$ cat config.mk
export PLATFORM = sky130hd
export DESIGN_NAME = wcts_ctrl
export DESIGN_NICKNAME = d
export VERILOG_FILES = /design/src/sv/wcts_pkg.sv /design/src/sv/wcts_ctrl.sv
export SDC_FILE = /design/constraint.sdc
export NUM_CORES = 1
export LEC_CHECK = 0
export BUFFER_PORTS_ARGS = -buffer_cell sky130_fd_sc_hd__buf_4
export CAP_MARGIN = 40
export CORE_MARGIN = 1
export CORE_UTILIZATION = 45
export CTS_BUF_LIST = sky130_fd_sc_hd__clkbuf_8
export DETAILED_ROUTE_END_ITERATION = 10
export GPL_ROUTABILITY_DRIVEN = 0
export GPL_TIMING_DRIVEN = 0
export PLACE_DENSITY = 0.86
export SLEW_MARGIN = 20
export SYNTH_ARGS = -nofsm -noshare
export SYNTH_HDL_FRONTEND = slang
export SYNTH_SLANG_ARGS = --single-unit
$ cat constraint.sdc
create_clock -name clk -period 1.43 [get_ports clk]
set_input_delay 0 -clock clk [delete_from_list [all_inputs] [get_ports clk]]
set_output_delay 0 -clock clk [all_outputs]
set_load 0.02 [all_outputs]
$ cat src/sv/wcts_pkg.sv
// shared types, widths and codes for the weighted class transition sampler
// no dependencies; used by wcts_ctrl, wcts_dp and the top level
package wcts_pkg;

    // table geometry
    localparam int MAX_CLASSES = 16;
    localparam int CLS_W       = $clog2(MAX_CLASSES);
    localparam int COL_W       = $clog2(MAX_CLASSES + 1);
    localparam int ADDR_W      = 2 * CLS_W;
    localparam int DEPTH       = MAX_CLASSES * MAX_CLASSES;

    // field widths
    localparam int OP_W     = 1;
    localparam int FCLS_W   = 4;
    localparam int PROB_W   = 16;
    localparam int PIX_W    = 16;
    localparam int POT_W    = 16;
    localparam int POT_FRAC = 8;
    localparam int RND_W    = 16;
    localparam int STAT_W   = 2;

    // configuration port
    localparam int COUNT_W    = 5;
    localparam int CFG_IDX_W  = 2;
    localparam int CFG_DATA_W = 16;
    localparam logic [COUNT_W-1:0] CLASS_COUNT_RESET = 5'd5;

    // arithmetic widths: weighted term Q7.24, running sum, and r * total
    localparam int TERM_W     = PROB_W + POT_W - 1;
    localparam int ACC_W      = TERM_W + CLS_W;
    localparam int SPLIT      = ACC_W / 2;
    localparam int LO_PROD_W  = RND_W + SPLIT;
    localparam int HI_PROD_W  = RND_W + ACC_W - SPLIT;
    localparam int LHS_W      = ACC_W + RND_W;

    // operation codes
    localparam logic OP_LOAD  = 1'b0;
    localparam logic OP_PIXEL = 1'b1;

    // result status codes
    localparam logic [STAT_W-1:0] ST_SAMPLED = 2'd0;
    localparam logic [STAT_W-1:0] ST_NODATA  = 2'd1;
    localparam logic [STAT_W-1:0] ST_RANGE   = 2'd2;
    localparam logic [STAT_W-1:0] ST_NOPOT   = 2'd3;

    // register indexes
    localparam logic [CFG_IDX_W-1:0] CFG_CLASS_COUNT   = 2'd0;
    localparam logic [CFG_IDX_W-1:0] CFG_NODATA_ENABLE = 2'd1;
    localparam logic [CFG_IDX_W-1:0] CFG_NODATA_VALUE  = 2'd2;

    typedef struct packed {
        logic                    operation;
        logic [FCLS_W-1:0]       src_class;
        logic [FCLS_W-1:0]       dst_class;
        logic [PROB_W-1:0]       probability;
        logic signed [PIX_W-1:0] pixel_class;
        logic signed [POT_W-1:0] potential;
        logic [RND_W-1:0]        random_value;
    } item_t;

    typedef struct packed {
        logic signed [PIX_W-1:0] new_class;
        logic [STAT_W-1:0]       status;
    } result_t;

    // controller to datapath
    typedef struct packed {
        logic             capture;
        logic             load_wr;
        logic             rd_issue;
        logic [CLS_W-1:0] rd_col;
        logic             pass_sel;
        logic             acc_clear;
        logic             mul_lo;
        logic             mul_hi;
        logic             out_load;
    } cmd_t;

    // datapath to controller
    typedef struct packed {
        logic             bypass;
        logic             total_zero;
        logic             slot_free;
        logic [COL_W-1:0] eff_count;
    } stat_t;

endpackage

$ cat src/sv/wcts_ctrl.sv
// sequencer for the sampler: load beats, bypass checks, total and select passes
// depends on wcts_pkg
module wcts_ctrl (
    input  logic            clk,
    input  logic            rst_n,
    input  logic            item_valid,
    input  logic            operation,
    output logic            item_stall,
    output wcts_pkg::cmd_t  cmd,
    input  wcts_pkg::stat_t stat
);

    localparam int COL_W = wcts_pkg::COL_W;

    localparam logic [3:0] S_IDLE      = 4'd0;
    localparam logic [3:0] S_CHECK     = 4'd1;
    localparam logic [3:0] S_SUM       = 4'd2;
    localparam logic [3:0] S_SUM_DRAIN = 4'd3;
    localparam logic [3:0] S_MUL_LO    = 4'd4;
    localparam logic [3:0] S_MUL_HI    = 4'd5;
    localparam logic [3:0] S_SEL       = 4'd6;
    localparam logic [3:0] S_SEL_DRAIN = 4'd7;
    localparam logic [3:0] S_RESULT    = 4'd8;

    // pipeline from read issue to accumulator (read data, term) is drained once drain_reg reaches DRAIN_LAST
    localparam logic DRAIN_LAST = 1'b1;

    logic [3:0]       state_reg, state_next;
    logic [COL_W-1:0] col_reg, col_next;
    logic             drain_reg, drain_next;

    always_comb
    begin
        state_next = state_reg;
        col_next   = col_reg;
        drain_next = drain_reg;
        cmd        = '0;
        cmd.rd_col = col_reg[wcts_pkg::CLS_W-1:0];
        unique case (state_reg) inside
            S_IDLE:
            begin
                if (item_valid)
                begin
                    if (operation == wcts_pkg::OP_PIXEL)
                    begin
                        cmd.capture = 1'b1;
                        state_next  = S_CHECK;
                    end
                    else
                    begin
                        cmd.load_wr = 1'b1;
                    end
                end
            end
            S_CHECK:
            begin
                if (stat.bypass)
                begin
                    state_next = S_RESULT;
                end
                else
                begin
                    cmd.acc_clear = 1'b1;
                    col_next      = '0;
                    state_next    = S_SUM;
                end
            end
            S_SUM, S_SEL:
            begin
                cmd.rd_issue = 1'b1;
                cmd.pass_sel = (state_reg == S_SEL);
                col_next     = col_reg + COL_W'(1);
                if (col_reg == stat.eff_count - COL_W'(1))
                begin
                    drain_next = 1'b0;
                    state_next = (state_reg == S_SUM) ? S_SUM_DRAIN : S_SEL_DRAIN;
                end
            end
            S_SUM_DRAIN, S_SEL_DRAIN:
            begin
                cmd.pass_sel = (state_reg == S_SEL_DRAIN);
                drain_next   = 1'b1;
                if (drain_reg == DRAIN_LAST)
                begin
                    state_next = (state_reg == S_SUM_DRAIN) ? S_MUL_LO : S_RESULT;
                end
            end
            S_MUL_LO:
            begin
                cmd.mul_lo = 1'b1;
                state_next = stat.total_zero ? S_RESULT : S_MUL_HI;
            end
            S_MUL_HI:
            begin
                cmd.mul_hi    = 1'b1;
                cmd.acc_clear = 1'b1;
                col_next      = '0;
                state_next    = S_SEL;
            end
            S_RESULT:
            begin
                if (stat.slot_free)
                begin
                    cmd.out_load = 1'b1;
                    state_next   = S_IDLE;
                end
            end
            default:
            begin
                state_next = S_IDLE;
            end
        endcase
    end

    always_ff @(posedge clk or negedge rst_n)
    begin
        if (!rst_n)
        begin
            state_reg <= S_IDLE;
            col_reg   <= '0;
            drain_reg <= 1'b0;
        end
        else
        begin
            state_reg <= state_next;
            col_reg   <= col_next;
            drain_reg <= drain_next;
        end
    end

    assign item_stall = (state_reg != S_IDLE);

    // a pixel beat always starts with the bypass check
    assert property (@(posedge clk) disable iff (!rst_n)
        (state_reg == S_IDLE && item_valid && operation == wcts_pkg::OP_PIXEL)
        |=> (state_reg == S_CHECK))
        else $error("pixel beat did not enter check");

    // column walk never runs past the table row
    assert property (@(posedge clk) disable iff (!rst_n)
        col_reg <= COL_W'(wcts_pkg::MAX_CLASSES))
        else $error("column counter past row end");

    // no item taken while a result is being produced
    assert property (@(posedge clk) disable iff (!rst_n)
        (state_reg == S_RESULT) |-> item_stall)
        else $error("item accepted while result pending");

endmodule

Word level (Yosys, flattened, before mapping)
Cells that the tools add are included.
- register bits: 10
- input bits: 12
- output and inout bits: 13
- word-level logic and storage cells: 55
- $add $sub $neg: 2
- eq/ne operators: 15
- muxes and demuxes: 26
- reductions and logical operators: 9
- operators with widths (cell ; count):
    $mux W4 ; 8
    $pmux W4 S7 ; 1
    $eq A4 B3 Y1 const B ; 4
    $pmux W5 S3 ; 1
    $ne A2 B2 Y1 const B ; 6
    $mux W1 ; 9
    $eq A4 B2 Y1 const B ; 2
    $pmux W1 S2 ; 3
    $add A5 B1 Y5 const B ; 1
    $eq A5 B5 Y1 ; 1
    $mux W5 ; 1
    $reduce_and A5 Y1 ; 1
    $sub A5 B1 Y5 const B ; 1
    $eq A4 B1 Y1 const B ; 1
    $eq A4 B4 Y1 const B ; 1
    $logic_not A4 Y1 ; 1
    $mux W2 ; 2
    $reduce_and A2 Y1 ; 2
    $reduce_bool A4 Y1 ; 1
    $reduce_or A2 Y1 ; 2
    $mux W3 ; 1
    $reduce_bool A3 Y1 ; 1
    $reduce_bool A2 Y1 ; 1

Longest topological paths before layout
Gate-level depths: netlist of the first run.
- depth after elaboration: 4
- depth in mapped cells: 6
- depth with buffers taken out: 6

Least setup slack after synthesis of the first run
OpenSTA, ideal clock, no wires.
- path kind: register to register
- start: register state_reg[0]
- end: register col_reg[0]
- library setup time: 0.125 ns
- arrival: 1.363 ns
- required time: 1.305 ns
- path slack: -0.057 ns
- stages on the path, launching flop included: 6
- path buffers: 1
- clock period less this slack: 1.487 ns
- path through: dfrtp_1 > buf_2 > nand2b_1 > nor3_2 > nor2_1 > mux2_2
- word-level cells in the longest chain between the ends: 4
- elaborated cells on any way between the ends: 9
- classes of those cells: eq/ne (5); mux (1); reduce/logical (3)
- RTL lines (what ; line ; RTL):
    from (decl) ; wcts_ctrl.sv:28 ; logic [3:0] state_reg, state_next;
    from (signal assigned) ; wcts_ctrl.sv:125 ; state_reg <= state_next;
    $eq A4 B2 Y1 / $eq A4 B3 Y1 (equally long branches) ; - ;
    $reduce_or A2 Y1 ; wcts_ctrl.sv:39 ; unique case (state_reg) inside
    $reduce_bool A3 Y1 (no line) ; - ;
    $reduce_and A2 Y1 (no line) ; - ;
    to (signal assigned) ; wcts_ctrl.sv:126 ; col_reg <= col_next;
    to (decl) ; wcts_ctrl.sv:29 ; logic [COL_W-1:0] col_reg, col_next;
Several ways; a longest one is shown, not always the timed one.
A chain may end at the register's enable or synchronous reset.

Worst setup path in the final report of the first run
- start: register state_reg[1]
- end: register col_reg[0]
The elaborated chain is that of the path after synthesis.

==> impl_metrics.toml, run 1 <==
[clock_network]
cts_root_buffer = "clkbuf_8"
numCtsBuffers = 3
h-tree-depth = 1
insertion_delay_ps = 230
cts.sinks = 10
cts_tree = "done"
clk_pin_slew_worst_paths_ps = 40
clock_path_buffers = 2

[global_routing]
grt_remaining_overflow = 0
antenna_found_initial = 0
grt_pass1_vias = 847
grtUsageTotal_pct = 23.8
grt_pass1_wl_um = 3450
grt_max_degree = 11

[synthesis]
yosysSeqAreaShare_pct = 31.3
yosysWarningCount = 0
synth_nets = 110
ys_ff_latch = 10
syn-cell-area_um2 = 798
synth_cell_types = 38
synth_cells = 96
syn_area_per_cell_um2 = 8.32

[worst_setup_path]
critPathMaxFanout = 8
critPathCaptureType = "flop"
slowest_stage = "dfrtp_1"
critPathKind = "reg2reg"
cp.required_ps = 1540
path_cells = "buf_6 > nor3b_4 > buf_4 > nor2_2 > mux2_4"
crit_arrival_ps = 1540
crit_path_start_kind = "flop"
slowest_delay_ps = 420

[layout]
layout-drive-gt1-share_pct = 46.7
antenna_cells = 0
layout_commonest_cell = "buf_4"
fin_nets = 151
layout_common_cells = "40 x buf_4, 9 x nand2_1, 9 x dfrtp_1, 8 x nor2_1, 5 x xor2_1"
area_growth_syn_to_layout_pct = 54.2
largest_reg_flops = 5
finalCoreUtilization_pct = 78.1
fillers = 91

[floorplan]
fp.dieW_um = 44.1
start_util_pct = 50.6
core_um2 = 1580
rows = 14
fp.dieArea_um2 = 1950
die_y_um = 44.1
ios = 25

[timing]
rsz0062_at_grt = "true"
finalSetupViolations = 0
setup_slack_ps = 1.60
holdWs_ps = 137
relSlewSlack_pct = 77.2
skew_ps = 0.755
period_share_pct = 99.9
final_hold_viol_count = 0
fin_crit_ps = 1430
drv_slew = 0
max_freq_mhz = 700
worst_slew_pin_slew_ps = 341

[detailed_routing]
routed_via_density = 5.74
vias = 866
drt_iter0_drc = 26
drt-pass1-iter-count = 4
drc_errors = 0
wl_per_cell_um = 16.1
ant_nets = 0
finalWirelength_um = 2420

[hold_path]
holdCritPathClass = "in2async"

[status]
status = "finished, final reports clean"

[run]
cap_viol_max_count = 0

[place]
pre_cts_slack_ps = -134
dpl.hpwl_um = 1490
port_buffers = 24

[power_and_ir_drop]
power_leakage_nw = 0.586
p_per_area_nw_per_um2 = 2000
peakVddDrop_uv = 1300
finalPower_w = 0.00247
## final cells by class
cell class | count | area [um2] | share of cell area, %
Buffer | 9 | 72.6 | 5.89
Multi-Input combinational cell | 72 | 552 | 44.8
Sequential cell | 10 | 251 | 20.4
Inverter | 5 | 18.8 | 1.52
Tap cell | 16 | 20.0 | 1.63
Clock buffer | 3 | 41.3 | 3.35
Timing Repair Buffer | 36 | 275 | 22.4
## kinds of logic after synthesis
family,share of synthesized area [%]
AOI/OAI and AO/OA,14.9
muxes,2.82
adders and majority gates,3.13
buffers and inverters,9.09
xor gates and xnor gates,8.78
DFF,31.3
and+or+nand+nor,29.9
## synthesized netlist by cell type
cell	number	area [um2]
a21oi_1	2	10.0
a22o_1	1	8.76
a311o_1	1	10.0
a31o_2	1	8.76
a31oi_1	2	12.5
a32oi_1	1	8.76
a41oi_1	1	8.76
and3_1	2	12.5
and3b_1	1	8.76
buf_1	1	3.75
buf_2	4	20.0
buf_4	4	30.0
dfrtp_1	10	250
ha_1	2	25.0
inv_1	4	15.0
inv_2	1	3.75
mux2_1	1	11.3
mux2_2	1	11.3
nand2_1	9	33.8
nand2b_1	4	25.0
nand3_1	1	5.00
nand3b_1	2	15.0
nand4_1	2	12.5
nor2_1	9	33.8
nor2b_1	3	18.8
nor3_1	3	15.0
nor3_2	1	10.0
nor3b_1	1	7.51
nor3b_4	1	18.8
nor4_1	1	6.26
nor4bb_1	1	10.0
o211ai_1	2	15.0
o21ai_0	3	15.0
o21ai_1	3	15.0
o22ai_1	1	6.26
or3_1	1	6.26
xnor2_1	3	26.3
xor2_1	5	43.8
## report_power, final
group / internal, W / switching [W] / leakage (nW)
registers: 0.000386 / 0.000108 / 0.127
clock network: 0.000183 / 0.0000930 / 0.0216
logic: 0.000829 / 0.000868 / 0.438
total: 0.00140 / 0.00107 / 0.586
## through the flow
| stage | TNS (ps) | instance area [um2] | std cells |
|---|---|---|---|
| after floorplan | 0 | 805 | 96 |
| after global placement | -149 | 1000 | 136 |
| after detailed placement | -296 | 1000 | 136 |
| after CTS | -35.9 | 1130 | 144 |
| after global routing | -159 | 1230 | 151 |
| final | 0 | 1230 | 151 |
## final timing paths
| check | endpoint | cells after the start | slack (ps) | startpoint |
|---|---|---|---|---|
| max reg2reg | col_reg[0] | 5 | 2 | state_reg[1] |
| max | col_reg[0] | 5 | 2 | state_reg[1] |
| min | col_reg[4] | 2 | 140 | rst_n |
| max in group asynchronous | col_reg[2] | 2 | 1140 | rst_n |
| min in group clk | state_reg[0] | 4 | 190 | stat[6] |
| min reg2reg | col_reg[4] | 2 | 600 | col_reg[4] |
## critical path: cells and delay by family (launching register included)
| kind | cells | cell delay [ps] |
|---|---|---|
| AND/OR/NAND/NOR | 2 | 280 |
| flip-flops | 1 | 420 |
| multiplexers | 1 | 260 |
| buffers and inverters | 2 | 340 |
## routing by layer
metal | vias up | GRT usage (%) | share of wire (%)
met2 | 20 | 40.9 | 51
met1 | 430 | 25.8 | 44
li1 | 410 | - | -
met3 | 6 | 9.80 | 3.2
met5 | - | 0 | 0
met4 | 0 | 9.70 | 2.4
## timing repair
action	in CTS	in global routing
gates resized for setup	9	16
hold buffers	2	0
setup endpoints to repair	7	14
pin swaps	3	5
setup buffers	3	7
hold endpoints to repair	11	0
Power figures use the tool's default switching activity.
==> run 2: changes to the inputs <==
==> constraint.sdc (replaced) <==
create_clock -name clk -period 1.43 [get_ports clk]
set_input_delay 0 -clock clk [delete_from_list [all_inputs] [get_ports clk]]
set_output_delay 0 -clock clk [all_outputs]
set_load 0.01 [all_outputs]
==> impl_metrics.toml, run 2 (synthesis gave the netlist of run 1 again) <==
[global_routing]
grt_max_degree = 11
grt_pass1_wl_um = 3350
grtUsageTotal_pct = 23.6
antenna_found_initial = 0
grt_remaining_overflow = 0
grt_pass1_vias = 777

[clock_network]
cts.sinks = 10
numCtsBuffers = 3
h-tree-depth = 1
clock_path_buffers = 2
clk_pin_slew_worst_paths_ps = 50
cts_tree = "done"
cts_root_buffer = "clkbuf_8"
insertion_delay_ps = 230

[timing]
setup_slack_ps = -67.5
max_freq_mhz = 668
worst_slew_pin_slew_ps = 369
finalSetupViolations = 2
relSlewSlack_pct = 75.4
rsz0062_at_grt = "true"
period_share_pct = 105
skew_ps = 4.63
final_hold_viol_count = 0
drv_slew = 0
fin_crit_ps = 1500
holdWs_ps = 129

[floorplan]
rows = 14
core_um2 = 1580
fp.dieArea_um2 = 1950
fp.dieW_um = 44.1
die_y_um = 44.1
ios = 25
start_util_pct = 50.6

[place]
dpl.hpwl_um = 1500
place_area_um2 = 998
port_buffers = 24

[worst_setup_path]
crit_path_start_kind = "flop"
critPathMaxFanout = 6
critPathKind = "reg2out"
cp.required_ps = 1430
crit_arrival_ps = 1500
critPathCaptureType = "primary output"
r2r_cells = 6

[layout]
fillers = 90
layout_common_cells = "38 x buf_4, 9 x nor2_1, 9 x nand2_1, 9 x dfrtp_1, 5 x xor2_1"
layout-drive-gt1-share_pct = 44.4
design_area_um2 = 1220
multi_input_area_um2 = 542
fin_nets = 151
antenna_cells = 0
regArea_um2 = 251
area_growth_syn_to_layout_pct = 53.4
layout_commonest_cell = "buf_4"
largest_reg_flops = 5

[detailed_routing]
wl_met2_um = 1260
wl_met3_um = 166
drt-pass1-iter-count = 4
wl_per_cell_um = 16.6
routed_via_density = 5.95
ant_nets = 0
drc_errors = 0
drt_iter0_drc = 40
top_layer_used = "met4"
met1Wirelength_um = 1030
finalWirelength_um = 2510
vias = 898

[power_and_ir_drop]
power_leakage_nw = 0.585
peakVddDrop_uv = 1280
p_per_area_nw_per_um2 = 1920
finalPower_w = 0.00235

[hold_path]
holdCritPathClass = "in2async"

[run]
cap_viol_max_count = 0

[status]
violations = "setup timing"
status = "finished with violations"
## run 2: where the power goes
group / internal [W] / total, W / switching, W
clock: 0.000183 / 0.000281 / 0.0000981
combinational: 0.000809 / 0.00157 / 0.000760
sequential: 0.000386 / 0.000499 / 0.000113
total: 0.00138 / 0.00235 / 0.000971
## run 2: per-stage QoR
stage          cells  setup WS, ps  setup TNS [ps]  utilization, %
6_report         151         -67.5            -125            77.7
5_1_grt          151          -111            -378            77.7
4_1_cts          142          3.85               0            71.1
3_5_place_dp     136          -125            -263            63.3
3_3_place_gp     136         -79.6            -139            63.3
2_1_floorplan     96          29.1               0               -
## run 2: repair_timing
action	CTS	global route
hold endpoints to repair	11	0
pin swaps	2	5
hold buffers	2	0
endpoints found under the setup margin	9	12
gates resized for setup	11	9
setup buffers	1	9
gates cloned	0	0
## run 2: final cells by class
| class | count | area share, % |
|---|---|---|
| sequential | 10 | 20.5 |
| clock buffer | 3 | 3.37 |
| tap | 16 | 1.63 |
| buffer | 9 | 6.23 |
| timing repair buffer | 36 | 22.5 |
| inverter | 5 | 1.53 |
| multi-input combinational | 72 | 44.2 |
## run 2: worst paths after layout
path,startpoint,to,slack [ps]
min in group clk,stat[6],state_reg[0],130
max in group asynchronous,rst_n,col_reg[2],1140
min,rst_n,col_reg[3],130
max reg2reg,state_reg[1],col_reg[2],-60
min reg2reg,state_reg[3],state_reg[1],600
max,state_reg[1],cmd[2],-70
## run 2: worst max-delay path: stages (launching register included)
cell,delay (ps)
dfrtp_1,420
buf_6,160
buf_4,130
buf_4,130
nor3_1,250
buf_4,180
## run 2: routing by layer
layer,up-vias,global-route usage (%)
met3,10,7.35
met4,0,6.06
met2,52,41.8
met1,416,27.6
li1,420,-
met5,-,0
==> run 3: changes to the inputs <==
--- a/config.mk
+++ b/config.mk
@@ -7,13 +7,15 @@
 export LEC_CHECK = 0
 export BUFFER_PORTS_ARGS = -buffer_cell sky130_fd_sc_hd__buf_4
 export CAP_MARGIN = 40
+export CELL_PAD_IN_SITES_DETAIL_PLACEMENT = 1
+export CELL_PAD_IN_SITES_GLOBAL_PLACEMENT = 2
 export CORE_MARGIN = 1
-export CORE_UTILIZATION = 45
+export CORE_UTILIZATION = 26
 export CTS_BUF_LIST = sky130_fd_sc_hd__clkbuf_8
 export DETAILED_ROUTE_END_ITERATION = 10
 export GPL_ROUTABILITY_DRIVEN = 0
 export GPL_TIMING_DRIVEN = 0
-export PLACE_DENSITY = 0.86
+export PLACE_DENSITY = 0.87
 export SLEW_MARGIN = 20
 export SYNTH_ARGS = -nofsm -noshare
 export SYNTH_HDL_FRONTEND = slang
==> impl_metrics.toml, run 3 (synthesis gave the netlist of run 1 again) <==
[worst_setup_path]
crit_buf_inv = 2
slowest_delay_ps = 400
r2r_end = "state_reg[0]"
crit_arrival_ps = 1400
slowest_stage = "dfrtp_1"
critPathMaxFanout = 8
path_cells = "buf_6 > nor4_4 > and3_1 > buf_4"
crit_cells = 4
crit_path_start_kind = "flop"
critPathKind = "reg2out"
cp.required_ps = 1430
timing.rr.start = "col_reg[2]"
rrSetupSlack_ps = 50
path_delay_family = "simple AND/OR/NAND/NOR gates"
r2r_cells = 4
crit_path_start = "state_reg[1]"
crit_path_end = "cmd[11]"
critPathCaptureType = "primary output"

[global_routing]
grt_pass1_wl_um = 3710
grt_max_degree = 11
grt_pass1_vias = 847
grtUsageTotal_pct = 14.8
antenna_found_initial = 0
grt_remaining_overflow = 0

[timing]
rsz0062_at_grt = "true"
max_freq_mhz = 717
finalSetupViolations = 0
relSlewSlack_pct = 76.8
worst_slew_pin_slew_ps = 348
skew_ps = 0.684
fin_crit_ps = 1400
period_share_pct = 97.6
drv_slew = 0
final_hold_viol_count = 0

[floorplan]
die_y_um = 57.4
rows = 19
start_util_pct = 28.2
fp.dieW_um = 57.4
fp.dieArea_um2 = 3300
core_um2 = 2830
ios = 25

[detailed_routing]
finalWirelength_um = 2320
drt-pass1-iter-count = 6
vias = 835
ant_nets = 0
wl_per_cell_um = 14.1
drt_iter0_drc = 10
drc_errors = 1
routed_via_density = 5.06

[clock_network]
numCtsBuffers = 3
clock_path_buffers = 2
h-tree-depth = 1
cts_tree = "done"
clk_pin_slew_worst_paths_ps = 40
cts.sinks = 10
insertion_delay_ps = 230
cts_root_buffer = "clkbuf_8"

[power_and_ir_drop]
peakVddDrop_uv = 644
power_leakage_nw = 0.594
finalPower_w = 0.00233
p_per_area_nw_per_um2 = 1850

[place]
port_buffers = 24
dpl.hpwl_um = 1620
dp.cells = 151

[layout]
layout-drive-gt1-share_pct = 44.8
finalNonFillerCells = 165
layout_commonest_cell = "buf_4"
fillers = 334
antenna_cells = 0
area_growth_syn_to_layout_pct = 57.2
fin_nets = 150
layout_common_cells = "37 x buf_4, 9 x nor2_1, 9 x nand2_1, 9 x dfrtp_1, 5 x xor2_1"
largest_reg_flops = 5

[status]
status = "finished with violations"
violations = "DRC"

[hold_path]
holdCritPathClass = "in2reg"

[run]
cap_viol_max_count = 0
[run 3: tightest hold or removal path: stages]
cell and delay [ps]:
buf_4 90, a31oi_1 100, nand2_1 70, o21ai_1 50
[run 3: power breakdown]
part           internal [W]  leakage [nW]  total, W  switching (W)
registers          0.000386         0.127  0.000487       0.000100
logic              0.000816         0.446   0.00156       0.000739
clock network      0.000183        0.0216  0.000284       0.000100
total               0.00139         0.594   0.00233       0.000940
[run 3: worst min path at each step]
| stage | cells past startpoint | end | startpoint |
|---|---|---|---|
| 2_1_floorplan | 0 | col_reg[0] | rst_n |
| 3_3_place_gp | 1 | drain_reg | rst_n |
| 3_5_place_dp | 1 | state_reg[0] | rst_n |
| 4_1_cts | 4 | state_reg[0] | stat[6] |
| 5_1_grt | 2 | col_reg[3] | rst_n |
| 6_report | 4 | state_reg[0] | stat[6] |
[run 3: area by class of cell]
| cell class | instances | area (um2) | share of cell area [%] |
|---|---|---|---|
| sequential | 10 | 251 | 20.0 |
| inverter | 5 | 18.8 | 1.50 |
| tap | 31 | 38.8 | 3.09 |
| buffer | 9 | 72.6 | 5.78 |
| clock buffer | 3 | 41.3 | 3.29 |
| timing repair buffer | 35 | 272 | 21.6 |
| multi-input combinational | 72 | 561 | 44.7 |
[run 3: routing by layer]
layer	share of wire (%)	vias up	track usage, %	routed length (um)
li1	-	409	-	-
met1	42	396	17.2	980
met2	51	26	25.9	1180
met3	5.2	4	2.72	120
met4	1.9	0	7.32	44
met5	0	-	0	0
[run 3: repair_timing]
action                                  4_1_cts  5_1_grt
hold buffers                                  2        0
pin swaps                                     1        4
resized for setup                             9       17
endpoints found under the hold margin        11        0
cloned                                        0        0
endpoints found under the setup margin       10       14
setup buffers                                 2        7
[run 3: through the flow]
step / util, % / setup WS [ps] / area (um2) / hold slack, ps / setup TNS [ps]
after global placement: 36.0 / -90.0 / 1020 / -161 / -158
after detailed placement: 36.0 / -129 / 1020 / -159 / -306
after floorplan: - / 29.1 / 798 / -296 / 0
after CTS: 39.9 / -10.5 / 1130 / 129 / -20.7
final: 44.4 / 34.5 / 1250 / 115 / 0
after global routing: 44.4 / -58.4 / 1250 / 152 / -117
